## config.mk

```make
export PLATFORM = sky130hd
export DESIGN_NAME = pmsu_ctrl
export DESIGN_NICKNAME = d
export VERILOG_FILES = /design/src/pmsu_pkg.sv /design/src/pmsu_ctrl.sv
export SDC_FILE = /design/constraint.sdc
export NUM_CORES = 1
export LEC_CHECK = 0
export BUFFER_PORTS_ARGS = -buffer_cell sky130_fd_sc_hd__buf_2
export CAP_MARGIN = 5
export CORE_MARGIN = 10
export CORE_UTILIZATION = 50
export CTS_CLUSTER_DIAMETER = 200
export CTS_CLUSTER_SIZE = 20
export DETAILED_ROUTE_END_ITERATION = 7
export PLACE_DENSITY = 0.85
export RECOVER_POWER = 25
export SLEW_MARGIN = 25
export SYNTH_ARGS = -nofsm -noshare
export SYNTH_HDL_FRONTEND = slang
export SYNTH_SLANG_ARGS = --single-unit
```

## constraint.sdc

```tcl
create_clock -name clk -period 2.2 [get_ports clk]
set_clock_uncertainty 0.2 [all_clocks]
set_input_delay 0.22 -clock clk [delete_from_list [all_inputs] [get_ports clk]]
set_output_delay 0.22 -clock clk [all_outputs]
set_load 0.005 [all_outputs]
```

## src/pmsu_pkg.sv

```systemverilog
`timescale 1ns / 1ps
package pmsu_pkg;
  localparam int LATTICE_SIDE_DEF = 16;
  localparam int SPIN_BITS_DEF = 8;
  localparam int TABLE_DEPTH = 27;

  typedef enum logic [1:0] {
    MODE_UPDATE = 2'd0,
    MODE_LOAD_SITE = 2'd1,
    MODE_LOAD_TABLE = 2'd2,
    MODE_NONE = 2'd3
  } mode_t;

  typedef enum logic [0:0] {
    CFG_SPIN_COUNT = 1'b0,
    CFG_ZERO_TEMP = 1'b1
  } cfg_index_t;

  // controller -> datapath
  typedef struct packed {
    logic capture;     // latch request fields
    logic rd_center;   // issue center read
    logic rd_nbr;      // issue neighbor read (index from ctl)
    logic [4:0] nbr;   // neighbor index 0..26
    logic tally;       // compare returned data
    logic wr_prop;     // write the proposed spin
    logic decide;      // compute accept, write final
    logic wr_load;     // write load spin
    logic wr_table;    // write table entry
    logic tbl_rd;      // register table read
    logic done;        // pulse result
    logic second;      // tally into post-change count
  } cmd_t;
endpackage

```

## src/pmsu_ctrl.sv

```systemverilog
`timescale 1ns / 1ps
module pmsu_ctrl (
  input  logic clk,
  input  logic rst,
  input  logic start,
  input  logic [1:0] mode,
  output logic busy,
  output pmsu_pkg::cmd_t cmd
);
  typedef enum logic [7:0] {
    S_IDLE  = 8'b00000001,
    S_CTR   = 8'b00000010,
    S_PASS1 = 8'b00000100,
    S_WRP   = 8'b00001000,
    S_PASS2 = 8'b00010000,
    S_TBL   = 8'b00100000,
    S_DEC   = 8'b01000000,
    S_OUT   = 8'b10000000
  } state_t;

  state_t state, state_next;
  logic [4:0] cnt, cnt_next;
  logic [1:0] md;

  always_ff @(posedge clk) begin
    if (rst) begin
      state <= S_IDLE;
      cnt <= '0;
      md <= '0;
    end else begin
      state <= state_next;
      cnt <= cnt_next;
      if (start && !busy) md <= mode;
    end
  end

  assign busy = (state != S_IDLE);

  // neighbor reads issue for cnt 0..26; tally follows in the next cycle (cnt 1..27)
  always_comb begin
    state_next = state;
    cnt_next = cnt;
    cmd = '0;
    cmd.nbr = cnt;
    unique case (state)
      S_IDLE: begin
        if (start) begin
          cmd.capture = 1'b1;
          state_next = S_CTR;
          cnt_next = '0;
        end
      end
      S_CTR: begin
        cmd.rd_center = 1'b1;
        unique case (md)
          pmsu_pkg::MODE_UPDATE: state_next = S_PASS1;
          pmsu_pkg::MODE_LOAD_SITE: state_next = S_DEC;
          default: state_next = S_DEC;
        endcase
      end
      S_PASS1, S_PASS2: begin
        cmd.second = (state == S_PASS2);
        cmd.rd_nbr = (cnt < 5'd27);
        cmd.tally = (cnt != 5'd0);
        cnt_next = cnt + 5'd1;
        if (cnt == 5'd27) begin
          cnt_next = '0;
          state_next = (state == S_PASS1) ? S_WRP : S_TBL;
        end
      end
      S_WRP: begin
        cmd.wr_prop = 1'b1;
        state_next = S_PASS2;
      end
      S_TBL: begin
        cmd.tbl_rd = 1'b1;
        state_next = S_DEC;
      end
      S_DEC: begin
        unique case (md)
          pmsu_pkg::MODE_UPDATE: cmd.decide = 1'b1;
          pmsu_pkg::MODE_LOAD_SITE: cmd.wr_load = 1'b1;
          pmsu_pkg::MODE_LOAD_TABLE: cmd.wr_table = 1'b1;
          default: ;
        endcase
        state_next = S_OUT;
      end
      S_OUT: begin
        cmd.done = 1'b1;
        state_next = S_IDLE;
      end
      default: state_next = S_IDLE;
    endcase
  end
endmodule

```

== After elaboration in Yosys (flattened, before gate mapping) ==
Index checks and enable logic that the tools add are counted.
Operators by class
  add/sub/neg operators: 1
  multiply operators: 0
  div/mod/pow operators: 0
  magnitude comparators: 1
  eq/ne operators: 14
  shift operators: 0
  multiplexer cells: 21
  bitwise operators: 0
  reduce and logical (&&, ||, !) cells: 8
Operator list (number)
  case mux 8 bit (6 select lines): 1
  2-to-1 mux 8 bit: 2
  2-to-1 mux 1 bit: 12
  2-to-1 mux 5 bit: 2
  case mux 5 bit (2 select lines): 1
  == test 8 x 1 -> 1 bit, second input constant: 1
  == test 8 x 2 -> 1 bit, second input constant: 1
  == test 8 x 3 -> 1 bit, second input constant: 1
  == test 8 x 4 -> 1 bit, second input constant: 1
  == test 8 x 5 -> 1 bit, second input constant: 1
  == test 8 x 6 -> 1 bit, second input constant: 1
  == test 8 x 7 -> 1 bit, second input constant: 1
  == test 8 bit, second input constant: 1
  inequality test 8 x 1 -> 1 bit, second input constant: 1
  2-to-1 mux 7 bit: 1
  2-to-1 mux 6 bit: 1
  adder 5 x 1 -> 5 bit, second input constant: 1
  == test 5 bit, second input constant: 1
  less-than comparator 5 bit, second input constant: 1
  nonzero test 5 bit: 1
  inequality test 2 bit, second input constant: 2
  AND reduction 2 bit: 2
  2-to-1 mux 3 bit: 1
  == test 2 x 1 -> 1 bit, second input constant: 1
  other kinds (6): 6
Storage, ports and cells
  register bits after elaboration: 15
  bits in latches: 0
  memory bits (writable): 0
  ROM bits: 0
  input port bits: 5
  output and inout port bits: 17
  logic and storage cells: 48
  memories: 0

== Depth between registers and ports, before layout ==
  depth after elaboration: 4
  gate-level depth with buffers: 6
  depth with buffers taken out: 6

== Worst setup path after synthesis ==
Ideal clock, no wire load.
  path kind: register -> register
  start: register state[7]
  end: register md[0]
  library setup time: 0.128 ns
  arrival: 1.432 ns
  required time: 1.872 ns
  setup slack: 0.440 ns
  stages on the path, launching flop included: 7
  path buffers: 1
  clock period less this slack: 1.760 ns
  cells stage by stage: dfxtp_1 nor4_4 nand4b_1 or2_1 buf_2 mux2i_1 nor2_1
Between the ends
  cells in the longest elaborated chain, start to end: 3
RTL lines
  from (decl): line pmsu_ctrl.sv:21  | state_t state, state_next;
  from (signal assigned): line pmsu_ctrl.sv:31  | state <= state_next;
  inequality test 8 x 1 -> 1 bit: line pmsu_ctrl.sv:37  | assign busy = (state != S_IDLE);
  net busy: line pmsu_ctrl.sv:7  | output logic busy,
  zero test 1 bit: line pmsu_ctrl.sv:33  | if (start && !busy) md <= mode;
  logical AND 1 bit: line pmsu_ctrl.sv:33
  to (signal assigned): line pmsu_ctrl.sv:33
  to (decl): line pmsu_ctrl.sv:23  | logic [1:0] md;
The timed path passes the listed nets, and every way through them passes these cells.
A chain may end at the register's enable or synchronous reset.

==> results by stage <==
Outcome:
- The run finished, with violations left.
- The checks that failed: negative setup slack.

Hold path:
- The worst min-delay path category is input pin to register.

Global route:
- The residual overflow from global routing is 0.
- The via count of the first global-routing pass is 728.
- The global-route usage over all layers is 0.115.
- Entering global routing, the biggest net connects 14 pins.
- The number of antenna violations at the first check in global routing is 0.
- The first global-routing pass estimated 3180 um of wire.

Timing:
- The setup-violating endpoint count in the final report is 1.
- In the finished design, the share of the clock period the worst path needs comes to 1.01.
- For the finished layout, the period the worst path requires is 2.22 ns.
- Setup repair after global routing could not meet its margin everywhere.
- The worst slew margin relative to its limit is 0.655.
- The worst setup margin is -0.0218 ns.
- The hold violation total from the final report is 0.
- Across all hold checks on the routed design, the worst slack comes to 0.0541 ns.
- The top achievable clock speed is 450 MHz.
- At the pin with the least slew margin, the transition time is 0.511 ns.
- The max-slew violation count was 0.

Worst setup path:
- The critical path's most frequent cell is sky130_fd_sc_hd__nor3b_2.
- On the critical path the largest part of the delay comes from simple AND/OR/NAND/NOR gates.
- The critical path capture point type is an output port.
- STA classifies the critical path startpoint as a register.
- Data arrives at the worst endpoint at 1.80 ns.
- The required time of the critical path is 1.78 ns.
- The number of buffers and inverters on the critical path is 1.
- On the critical path, the stage with the largest delay is an instance of sky130_fd_sc_hd__dfxtp_4.
- The type of the worst setup path is register to output port.
- The largest incremental delay on the critical path is 0.38 ns.
- Along the worst path, the maximum fanout reaches 5.
- Traced cell by cell, the critical path runs through nor4_4 -> nor3b_2 -> nand3b_1 -> nor3b_2 -> buf_2.

CTS:
- In this run the number of H-tree levels came out at 1.
- The number of buffers created by CTS is 3.
- The sink count of the clock tree is 15.
- The largest buffer count on any clock path is 2.
- The clock tree from TritonCTS is built.
- Clock-pin slew was measured on the worst setup and hold paths at 0.09 ns.
- The root buffer cell is sky130_fd_sc_hd__clkbuf_4.
- The source-to-sink clock delay at the later pin of the worst-skew pair is 0.29 ns.

Logic synthesis:
- The number of nets handed over by synthesis was 102.
- The synthesis-stage register bit count is 15.
- The average cell area after synthesis is 8.52 um2.
- The cell area after synthesis is 810 um2.
- The number of warnings issued by yosys is 0.
- The number of unique standard cell types used by synthesis is 32.
- The sequential cell area fraction in the yosys report is 0.371.
- The cell count after synthesis is 95.

Final layout:
- The most frequent standard cell in the layout excluding fill and tap cells is sky130_fd_sc_hd__nor2_1.
- The fill cell total of the finished layout is 116.
- The net count of the finished layout is 136.
- From synthesis to final layout, the design area changed by 32.0%.
- In the layout the commonest cells are sky130_fd_sc_hd__nor2_1, sky130_fd_sc_hd__buf_2, sky130_fd_sc_hd__dfxtp_1.
- Of the cells placed in the final design, the portion with a size suffix greater than 1 is 0.336.
- The number of antenna repair diodes is 0.

Power:
- The power density normalized to cell area is 508 mW/mm2.
- The maximum vdd drop is 0.427 mV.
- The leakage power figure is 0.464 nW.

Floorplan:
- The total I/O pin count is 22.
- The standard cell core area is 0.00152 mm2.
- The floorplan die height is 60.2 um.
- The die outline area is 0.00363 mm2.
- Row generation in the floorplan step produced 14 rows.
- Measured along the x axis, the die boundary spans 60.2 um.
- For this configuration, the core starts out at a cell density of 0.531.

Route:
- The number of design rule violations left after detail routing is 0.
- The number of vias per cell after detailed routing is 5.85.
- Summed over all layers, the routed wires come to 2280 um.
- After detailed routing, the average wire length per cell comes to 15.9 um.
- The number of iterations in the first detailed-routing pass is 4.
- After the first detailed-routing iteration, the DRC count stood at 21.
- The remaining number of nets flagged by the antenna check after routing is 0.
- The final route contains 843 vias.

Job:
- Max-cap violations in this run came to 0.

Placement:
- Detailed placement ended at an HPWL of 1460 um.
- The post-placement worst setup slack is 0.273 ns.
- The weighted congestion at the end of routability-driven global placement is 0.780.
- The count of input and output buffers is 21.
## metal layers
layer  GRT usage  wire length, um
met2       0.176             1160
met4      0.0673               42
met3      0.0593              116
met1       0.123              962
met5           0                0
## flip-flops by register name, summed over array words and instances, names as in the netlist
signal / flops
state: 8
md: 2
cnt: 5
## cell type report
cell class,instances,area (um2),share of cell area
Sequential cell,15,308,0.288
Inverter,7,26.3,0.0246
Timing Repair Buffer,31,179,0.167
Tap cell,16,20.0,0.0187
Clock buffer,3,22.5,0.0211
Multi-Input combinational cell,71,508,0.475
Clock inverter,1,5.00,0.00468
## synth_stat cells
| cell type | n | share of area |
|---|---|---|
| sky130_fd_sc_hd__nor3b_1 | 3 | 0.028 |
| sky130_fd_sc_hd__nor3_1 | 3 | 0.019 |
| sky130_fd_sc_hd__or3_1 | 1 | 0.0077 |
| sky130_fd_sc_hd__o22ai_2 | 1 | 0.015 |
| sky130_fd_sc_hd__nand2_1 | 6 | 0.028 |
| sky130_fd_sc_hd__a311o_1 | 1 | 0.012 |
| sky130_fd_sc_hd__dfxtp_1 | 15 | 0.37 |
| sky130_fd_sc_hd__xnor2_1 | 1 | 0.011 |
| sky130_fd_sc_hd__and4b_2 | 1 | 0.014 |
| sky130_fd_sc_hd__a21oi_1 | 6 | 0.037 |
| sky130_fd_sc_hd__a22oi_1 | 2 | 0.019 |
| sky130_fd_sc_hd__nand3_1 | 3 | 0.019 |
| sky130_fd_sc_hd__or2_1 | 1 | 0.0077 |
| sky130_fd_sc_hd__nor3b_2 | 1 | 0.015 |
| sky130_fd_sc_hd__mux2i_1 | 2 | 0.025 |
| sky130_fd_sc_hd__and3b_1 | 1 | 0.011 |
| sky130_fd_sc_hd__nand4bb_1 | 1 | 0.014 |
| sky130_fd_sc_hd__nor4_2 | 1 | 0.015 |
| sky130_fd_sc_hd__a31oi_1 | 2 | 0.015 |
| sky130_fd_sc_hd__and4b_1 | 2 | 0.025 |
| sky130_fd_sc_hd__nand4b_1 | 4 | 0.043 |
| sky130_fd_sc_hd__nor4_4 | 1 | 0.026 |
| sky130_fd_sc_hd__o21ai_0 | 3 | 0.019 |
| sky130_fd_sc_hd__nand3b_1 | 1 | 0.0093 |
| sky130_fd_sc_hd__inv_1 | 7 | 0.032 |
| sky130_fd_sc_hd__buf_2 | 1 | 0.0062 |
| sky130_fd_sc_hd__ha_1 | 2 | 0.031 |
| sky130_fd_sc_hd__clkbuf_1 | 1 | 0.0046 |
| sky130_fd_sc_hd__nor2_1 | 17 | 0.079 |
| sky130_fd_sc_hd__o21a_1 | 1 | 0.0093 |
| sky130_fd_sc_hd__a21oi_2 | 1 | 0.011 |
| sky130_fd_sc_hd__nor4b_1 | 2 | 0.022 |
## kinds of logic (layout without fill, tap and decap cells)
group	after synthesis	in the layout	synth area share
AND/OR/NAND/NOR	49	49	0.382
buffers and inverters	9	42	0.0433
AO/OA/AOI/OAI	17	17	0.138
XOR/XNOR	1	1	0.0108
multiplexers	2	2	0.0247
flip-flops	15	15	0.371
adder cells (fa/ha/maj)	2	2	0.0309
## final timing paths
| kind | from | end | slack [ns] | depth (start not counted) |
|---|---|---|---|---|
| setup / recovery | state[2] | cmd[4] | -0.02 | 5 |
| setup reg to reg | state[6] | cnt[2] | 0.11 | 6 |
| hold reg to reg | state[4] | state[4] | 0.35 | 2 |
| hold / removal | rst | state[1] | 0.05 | 2 |
## power breakdown
| part | leakage, nW | total (mW) | internal, mW | switching (mW) |
|---|---|---|---|---|
| Clock | 0.0177 | 0.160 | 0.0678 | 0.0927 |
| Combinational | 0.324 | 0.0883 | 0.0448 | 0.0435 |
| Sequential | 0.123 | 0.294 | 0.279 | 0.0149 |
## through the flow
step | area (um2) | TNS, ns | util | cells | power [mW]
2_1_floorplan | 810 | 0 | - | 95 | 0.346
3_5_place_dp | 926 | 0 | 0.608 | 130 | 0.366
5_1_grt | 1070 | -0.388 | 0.701 | 144 | 0.567
4_1_cts | 1000 | 0 | 0.656 | 138 | 0.527
3_3_place_gp | 926 | 0 | 0.608 | 130 | 0.364
6_report | 1070 | -0.0218 | 0.701 | 144 | 0.542
## what timing repair did
item,CTS,global route
gates resized for setup,2,10
endpoints found under the setup margin,4,7
endpoints found under the hold margin,2,0
setup buffers,2,6
pin swaps,0,8
hold buffers,2,0
Power figures use the tool's default switching activity.
